$ cat src/dfl_pkg.sv
// Shared types and constants for the descriptor free list.
package dfl_pkg;

  localparam int NumSlots = 256;
  localparam int SlotW    = $clog2(NumSlots);
  localparam int SizeW    = $clog2(NumSlots + 1);

  localparam logic [SizeW-1:0] SizeMax = SizeW'(NumSlots);
  localparam logic [SizeW-1:0] SizeMin = SizeW'(1);

  typedef enum logic [0:0] {
    OpAlloc   = 1'b0,
    OpRelease = 1'b1
  } dfl_op_e;

  typedef enum logic [1:0] {
    StatusOk    = 2'd0,
    StatusEmpty = 2'd1,
    StatusRange = 2'd2
  } dfl_status_e;

  typedef struct packed {
    dfl_op_e            op;
    logic [SlotW-1:0]   slot_index;
  } dfl_req_t;

  typedef struct packed {
    dfl_status_e        status;
    logic [SlotW-1:0]   granted_slot;
    logic [SizeW-1:0]   free_count;
  } dfl_rsp_t;

  // Access to the link table: clear, read and write.
  typedef struct packed {
    logic               clear;
    logic               rd_en;
    logic [SlotW-1:0]   rd_addr;
    logic               wr_en;
    logic [SlotW-1:0]   wr_addr;
    logic [SlotW-1:0]   wr_data;
  } dfl_mem_req_t;

endpackage

$ cat src/descriptor_free_list.sv
// A release or a failed allocate has its result loaded straight into the response register.
// A successful allocate first reads the link table in the lookup state, then registers its result.
// No new request is taken while an allocate is in the lookup state, where the registered link
// RAM read forms the new head; releases and failed allocates never leave the idle state.
// Reset and every size write rebuild the list at once, slots in ascending order.
module descriptor_free_list
  import dfl_pkg::*;
(
  input  logic               clk_i,
  input  logic               rst_ni,
  input  logic               in_valid_i,
  output logic               in_ready_o,
  input  dfl_req_t           in_req_i,
  output logic               out_valid_o,
  input  logic               out_ready_i,
  output dfl_rsp_t           out_rsp_o,
  input  logic               cfg_valid_i,
  output logic               cfg_ready_o,
  input  logic [SizeW-1:0]   cfg_data_i
);

  typedef enum logic [1:0] {
    StateIdle   = 2'b01,
    StateLookup = 2'b10
  } dfl_state_e;

  dfl_state_e       state_q, state_d;
  logic [SlotW-1:0] head_q, head_d;
  logic [SizeW-1:0] free_q, free_d;
  logic [SizeW-1:0] size_q, size_d;
  logic             out_valid_q, out_valid_d;
  dfl_rsp_t         rsp_q, rsp_d;
  logic             rsp_load;
  dfl_mem_req_t     mem_req;
  logic [SlotW-1:0] link_data;
  logic             in_fire, cfg_fire;
  logic [SizeW-1:0] cfg_size;

  assign cfg_ready_o = (state_q == StateIdle);
  assign cfg_fire    = cfg_valid_i && cfg_ready_o;
  assign in_ready_o  = (state_q == StateIdle) && (!out_valid_q || out_ready_i) && !cfg_valid_i;
  assign in_fire     = in_valid_i && in_ready_o;

  assign cfg_size = (cfg_data_i == '0) ? SizeMin
                  : ((cfg_data_i > SizeMax) ? SizeMax : cfg_data_i);

  always_comb begin
    state_d  = state_q;
    head_d   = head_q;
    free_d   = free_q;
    size_d   = size_q;
    rsp_d    = rsp_q;
    rsp_load = 1'b0;
    mem_req  = '0;
    case (state_q)
      StateIdle: begin
        if (cfg_fire) begin
          size_d        = cfg_size;
          head_d        = '0;
          free_d        = cfg_size;
          mem_req.clear = 1'b1;
        end else if (in_fire) begin
          rsp_d.granted_slot = '0;
          if (in_req_i.op == OpAlloc) begin
            if (free_q == '0) begin
              rsp_d.status     = StatusEmpty;
              rsp_d.free_count = free_q;
              rsp_load         = 1'b1;
            end else begin
              mem_req.rd_en   = 1'b1;
              mem_req.rd_addr = head_q;
              state_d         = StateLookup;
            end
          end else begin
            if ({1'b0, in_req_i.slot_index} >= size_q) begin
              rsp_d.status     = StatusRange;
              rsp_d.free_count = free_q;
            end else begin
              mem_req.wr_en   = 1'b1;
              mem_req.wr_addr = in_req_i.slot_index;
              mem_req.wr_data = head_q;
              head_d          = in_req_i.slot_index;
              // A double release must not push the count past the slot count.
              if (free_q < size_q) begin
                free_d = free_q + SizeW'(1);
              end
              rsp_d.status     = StatusOk;
              rsp_d.free_count = free_d;
            end
            rsp_load = 1'b1;
          end
        end
      end
      StateLookup: begin
        head_d             = link_data;
        free_d             = free_q - SizeW'(1);
        rsp_d.status       = StatusOk;
        rsp_d.granted_slot = head_q;
        rsp_d.free_count   = free_d;
        rsp_load           = 1'b1;
        state_d            = StateIdle;
      end
      default: begin
        state_d = StateIdle;
      end
    endcase
    out_valid_d = (out_valid_q && !out_ready_i) || rsp_load;
  end

  always_ff @(posedge clk_i or negedge rst_ni) begin
    if (!rst_ni) begin
      state_q     <= StateIdle;
      head_q      <= '0;
      free_q      <= SizeMax;
      size_q      <= SizeMax;
      out_valid_q <= 1'b0;
    end else begin
      state_q     <= state_d;
      head_q      <= head_d;
      free_q      <= free_d;
      size_q      <= size_d;
      out_valid_q <= out_valid_d;
    end
  end

  always_ff @(posedge clk_i) begin
    if (rsp_load) begin
      rsp_q <= rsp_d;
    end
  end

  dfl_link_mem u_link_mem (
    .clk_i     (clk_i),
    .rst_ni    (rst_ni),
    .mem_req_i (mem_req),
    .size_i    (size_q),
    .rd_data_o (link_data)
  );

  assign out_valid_o = out_valid_q;
  assign out_rsp_o   = rsp_q;

`ifndef ASSERT_OFF
  a_free_bounded: assert property (@(posedge clk_i) disable iff (!rst_ni)
    free_q <= size_q)
    else $error("free count exceeds the number of slots in use");

  a_alloc_lookup: assert property (@(posedge clk_i) disable iff (!rst_ni)
    (in_fire && in_req_i.op == OpAlloc && free_q != '0) |=> (state_q == StateLookup))
    else $error("allocate with free slots did not read the link table");

  a_lookup_result: assert property (@(posedge clk_i) disable iff (!rst_ni)
    (state_q == StateLookup) |=> (out_valid_o && state_q == StateIdle))
    else $error("allocate lookup did not produce a result");

  a_rebuild: assert property (@(posedge clk_i) disable iff (!rst_ni)
    cfg_fire |=> (free_q == size_q && head_q == '0 && !in_fire))
    else $error("size write did not rebuild the free list");

  a_no_overwrite: assert property (@(posedge clk_i) disable iff (!rst_ni)
    (out_valid_q && !out_ready_i) |-> !rsp_load)
    else $error("result overwritten before it was taken");
`endif

endmodule

$ cat src/dfl_link_mem.sv
// Link table of the free list: synchronous RAM plus per-entry written flags.
module dfl_link_mem
  import dfl_pkg::*;
(
  input  logic               clk_i,
  input  logic               rst_ni,
  input  dfl_mem_req_t       mem_req_i,
  input  logic [SizeW-1:0]   size_i,
  output logic [SlotW-1:0]   rd_data_o
);

  logic [SlotW-1:0] mem [NumSlots];
  logic [NumSlots-1:0] written_q;
  logic [SlotW-1:0] mem_data_q;
  logic [SlotW-1:0] rd_addr_q;
  logic             rd_written_q;
  logic [SizeW-1:0] next_idx;

  always_ff @(posedge clk_i) begin
    if (mem_req_i.wr_en) begin
      mem[mem_req_i.wr_addr] <= mem_req_i.wr_data;
    end
    if (mem_req_i.rd_en) begin
      mem_data_q <= mem[mem_req_i.rd_addr];
      rd_addr_q  <= mem_req_i.rd_addr;
    end
  end

  always_ff @(posedge clk_i or negedge rst_ni) begin
    if (!rst_ni) begin
      written_q    <= '0;
      rd_written_q <= 1'b0;
    end else begin
      if (mem_req_i.clear) begin
        written_q <= '0;
      end else if (mem_req_i.wr_en) begin
        written_q[mem_req_i.wr_addr] <= 1'b1;
      end
      if (mem_req_i.rd_en) begin
        rd_written_q <= written_q[mem_req_i.rd_addr];
      end
    end
  end

  // An entry never written since the last rebuild links to the next slot,
  // and the last slot in use links back to zero.
  assign next_idx  = {1'b0, rd_addr_q} + SizeW'(1);
  assign rd_data_o = rd_written_q ? mem_data_q
                   : ((next_idx < size_i) ? next_idx[SlotW-1:0] : '0);

endmodule

$ cat config.mk
export PLATFORM = sky130hd
export DESIGN_NAME = descriptor_free_list
export DESIGN_NICKNAME = d
export VERILOG_FILES = /design/src/dfl_pkg.sv /design/src/descriptor_free_list.sv /design/src/dfl_link_mem.sv
export SDC_FILE = /design/constraint.sdc
export NUM_CORES = 2
export LEC_CHECK = 0
export BUFFER_PORTS_ARGS = -buffer_cell sky130_fd_sc_hd__clkbuf_2
export CAP_MARGIN = 5
export CORE_ASPECT_RATIO = 0.8
export CORE_UTILIZATION = 35
export DETAILED_ROUTE_END_ITERATION = 10
export PLACE_DENSITY = 0.5
export RECOVER_POWER = 25
export SLEW_MARGIN = 20
export SYNTH_ARGS = -nofsm -noshare
export SYNTH_HDL_FRONTEND = slang
export SYNTH_SLANG_ARGS = --single-unit
export TNS_END_PERCENT = 10
$ cat constraint.sdc
create_clock -name clk_i -period 12.5 [get_ports clk_i]
set_input_delay 3.125 -clock clk_i [delete_from_list [all_inputs] [get_ports clk_i]]
set_output_delay 3.125 -clock clk_i [all_outputs]
set_load 0.02 [all_outputs]
==> results.sh <==
export IMPL_synth_top_area_cell="edfxtp_1"
export IMPL_grt_busiest_layer="met1"
export IMPL_die_w_um=593
export IMPL_syn_nets=7113
export IMPL_crit_arrival_ns=11.04
export IMPL_leakagePower_nw=36.8
export IMPL_first_pass_iters=8
export IMPL_first_global_vias=62273
export IMPL_synthCells=7060
export IMPL_start_util_pct=35.2
export IMPL_grt_usage_pct=27.0
export IMPL_cpLargestDelayFamily="buffers and inverters"
export IMPL_clock_skew_ns=0.0660
export IMPL_layout_drive_gt1_share_pct=10.8
export IMPL_cts_tree="done"
export IMPL_ys_warn_count=0
export IMPL_fmax_mhz=97.6
export IMPL_cts_setup_buffers=0
export IMPL_cts_htree_levels=4
export IMPL_first_iter_violations=10391
export IMPL_power_density_mw_per_mm2=184
export IMPL_final_core_util_pct=39.8
export IMPL_fin_nets=7134
export IMPL_maxSlewHeadroom_pct=-217
export IMPL_worst_slew_pin_slew_ns=4.76
export IMPL_grt_met3_usage_pct=7.86
export IMPL_ys_seq_area_share_pct=71.3
export IMPL_viasPerCell=6.12
export IMPL_holdWs_ns=0.474
export IMPL_cp_slowest_cell="clkinvlp_2"
export IMPL_wl_per_cell_um=35.4
export IMPL_path_buf_inv=5
export IMPL_worstPathRequired_ns=13.30
export IMPL_cts_root_buf="clkbuf_16"
export IMPL_use_met1_pct=40.2
export IMPL_clock_latency_ns=0.94
export IMPL_path_clk_slew_ns=0.06
export IMPL_ios=45
export IMPL_violations="capacitance limit, slew limit"
export IMPL_slew_violations=911
export IMPL_maxCapViolations=26
export IMPL_grt_pass1_wl_mm=529
export IMPL_hpwl_mm=234
export IMPL_tns_ns=0
export IMPL_gp_congestion=0.952
export IMPL_synthTopCellsByCount="edfxtp_1 (2083), nand2_1 (885), mux2i_1 (409), nor2_1 (358), o21ai_0 (351)"
export IMPL_finalHoldViolations=0
export IMPL_port_buffers=44
export IMPL_synth_flop_cell="edfxtp_1"
export IMPL_avgSynthCellArea_um2=13.9
export IMPL_cp_cell_sequence="clkbuf_1 > nand2b_1 > o211ai_4 > clkinvlp_2 > nand2_2 > clkinv_2 > buf_4 > a31oi_1 > o21ai_0 > a211oi_1 > a211oi_1 > buf_4 > nor4_1 > a211o_1"
export IMPL_synth_async_sr_flop_share_pct=12.1
export IMPL_synth_edff_count=2083
export IMPL_numCtsBuffers=237
export IMPL_outcome="complete, but fails checks"
export IMPL_synth_cell_types=91
export IMPL_die_area_mm2=0.282
export IMPL_synth_area_mm2=0.0978
export IMPL_drc_errors=0
export IMPL_fillers=25797
export IMPL_max_stage_delay_ns=2.13
export IMPL_synth_top_area_share_pct=64.0
export IMPL_crit_fanout=40
export IMPL_timing_final_crit_share_pct=81.9
export IMPL_grt_setup_unrepaired="no"
export IMPL_die_y_um=475
export IMPL_setup_worst_path_end_class="flip-flop"
export IMPL_grt_max_degree=171
export IMPL_antenna_left=0
export IMPL_cts_buffer_depth=4
export IMPL_area_growth_pct=13.1
export IMPL_antenna_found_initial=32
export IMPL_start_kind="input pin"
export IMPL_ys_ff_latch=2369
export IMPL_vias=67103
export IMPL_min_path_type="flip-flop to flip-flop"
export IMPL_cts_sinks=2369
export IMPL_yosys_top_cells_area="edfxtp_1 (64%), dfrtp_1 (7.2%), mux2i_1 (4.2%)"
export IMPL_std_cell_rows=173
export IMPL_cts_hold_buf=0
export IMPL_globalRouteOverflowTotal=0
export IMPL_setup_viol=0
export IMPL_use_met2_pct=37.1
export IMPL_fin_crit_ns=10.24
export IMPL_postRouteWirelength_mm=389
export IMPL_cts_resized_gates=0
export IMPL_critical_path_class="input pin to flip-flop"
export IMPL_post_synth_top_count_cell="edfxtp_1"
export IMPL_core_area_mm2=0.278
export IMPL_ir_drop_mv=0.138
-- cell type report --
| cell class | instances | area [µm²] | share of cell area [%] |
|---|---|---|---|
| Inverter | 57 | 256 | 0.232 |
| Timing Repair Buffer | 329 | 2260 | 2.04 |
| Clock buffer | 315 | 6520 | 5.89 |
| Multi-Input combinational cell | 4087 | 25800 | 23.4 |
| Antenna cell | 9 | 22.5 | 0.0204 |
| Sequential cell | 2369 | 69700 | 63.0 |
| Tap cell | 3675 | 4600 | 4.16 |
| Clock inverter | 123 | 1420 | 1.28 |
-- power breakdown --
part	internal, mW	leakage (nW)	switching, mW	total (mW)
clock	4.28	3.89	3.17	7.45
sequential	8.71	22.5	0.165	8.87
combinational	1.03	10.4	2.96	3.99
-- path summary, 6_finish.rpt --
check,startpoint,endpoint,slack [ns],depth (start not counted)
worst max-delay path,out_ready_i,u_link_mem.mem_data_q[3],2.26,14
min in group asynchronous,rst_ni,size_q[7],3.67,1
worst max register to register,free_q[0],u_link_mem.mem_data_q[3],3.44,15
max in group asynchronous,rst_ni,u_link_mem.written_q[161],3.47,3
worst min-delay path,u_link_mem.written_q[199],u_link_mem.written_q[199],0.47,1
worst min register to register,u_link_mem.written_q[199],u_link_mem.written_q[199],0.47,1
-- cell usage in the layout (no fill, tap or decap), types with 62 or more instances in the layout --
| cell type | instances |
|---|---|
| nand3_1 | 320 |
| o21a_1 | 122 |
| o221ai_1 | 63 |
| o211ai_1 | 108 |
| o22ai_1 | 159 |
| o21ai_0 | 351 |
| mux2i_1 | 409 |
| o2bb2ai_1 | 93 |
| buf_4 | 187 |
| dfrtp_1 | 279 |
| nor2_1 | 333 |
| nand2_1 | 877 |
| a31oi_1 | 75 |
| edfxtp_1 | 2083 |
| a21oi_1 | 208 |
| clkbuf_1 | 156 |
| mux2_2 | 62 |
| a21o_1 | 66 |
| clkbuf_16 | 239 |
| nor3_1 | 107 |
| a211oi_1 | 66 |
-- routing by layer --
metal  up-vias  part of all wire [%]
met1     34835                    43
met2      4366                    40
li1      27230                     -
met3       666                    13
met4         6                   3.7
met5         -                 0.011
-- kinds of logic after synthesis --
kind of cell | after synthesis | synth area share [%]
muxes | 489 | 5.31
adders and majority gates | 30 | 0.384
AOI/OAI and AO/OA | 1652 | 11.6
xor gates and xnor gates | 18 | 0.161
buffers and inverters | 604 | 2.73
DFF | 2369 | 71.3
and+or+nand+nor | 1898 | 8.48
-- state kept, by name (all words and copies together) (netlist names) --
| name | count |
|---|---|
| u_link_mem.written_q | 256 |
| size_q | 9 |
| head_q | 8 |
| out_rsp_o | 19 |
| state_q | 2 |
| u_link_mem.rd_addr_q | 8 |
| out_valid_o | 1 |
| u_link_mem.mem_data_q | 8 |
| u_link_mem.mem | 2048 |
| u_link_mem.rd_written_q | 1 |
| free_q | 9 |
-- worst register-to-register path, delay by kind of cell, from the launching register on --
kind | cells | cell delay (ns)
fa+ha+maj | 1 | 0.18
buf+inv | 5 | 3.74
flops | 1 | 0.49
simple gates | 3 | 2.83
compound gates | 6 | 1.73
-- metrics by stage --
stage | setup slack [ns] | instances | area, µm² | total power [mW]
after floorplan | 0.0848 | 7060 | 97800 | 11.1
after global placement | 3.85 | 10513 | 103000 | 12.9
after detailed placement | 3.95 | 10517 | 103000 | 12.9
after CTS | 4.88 | 10955 | 111000 | 20.3
after global routing | 2.40 | 10956 | 111000 | 20.8
final | 2.26 | 10964 | 111000 | 20.3
Power figures use the tool's default switching activity.
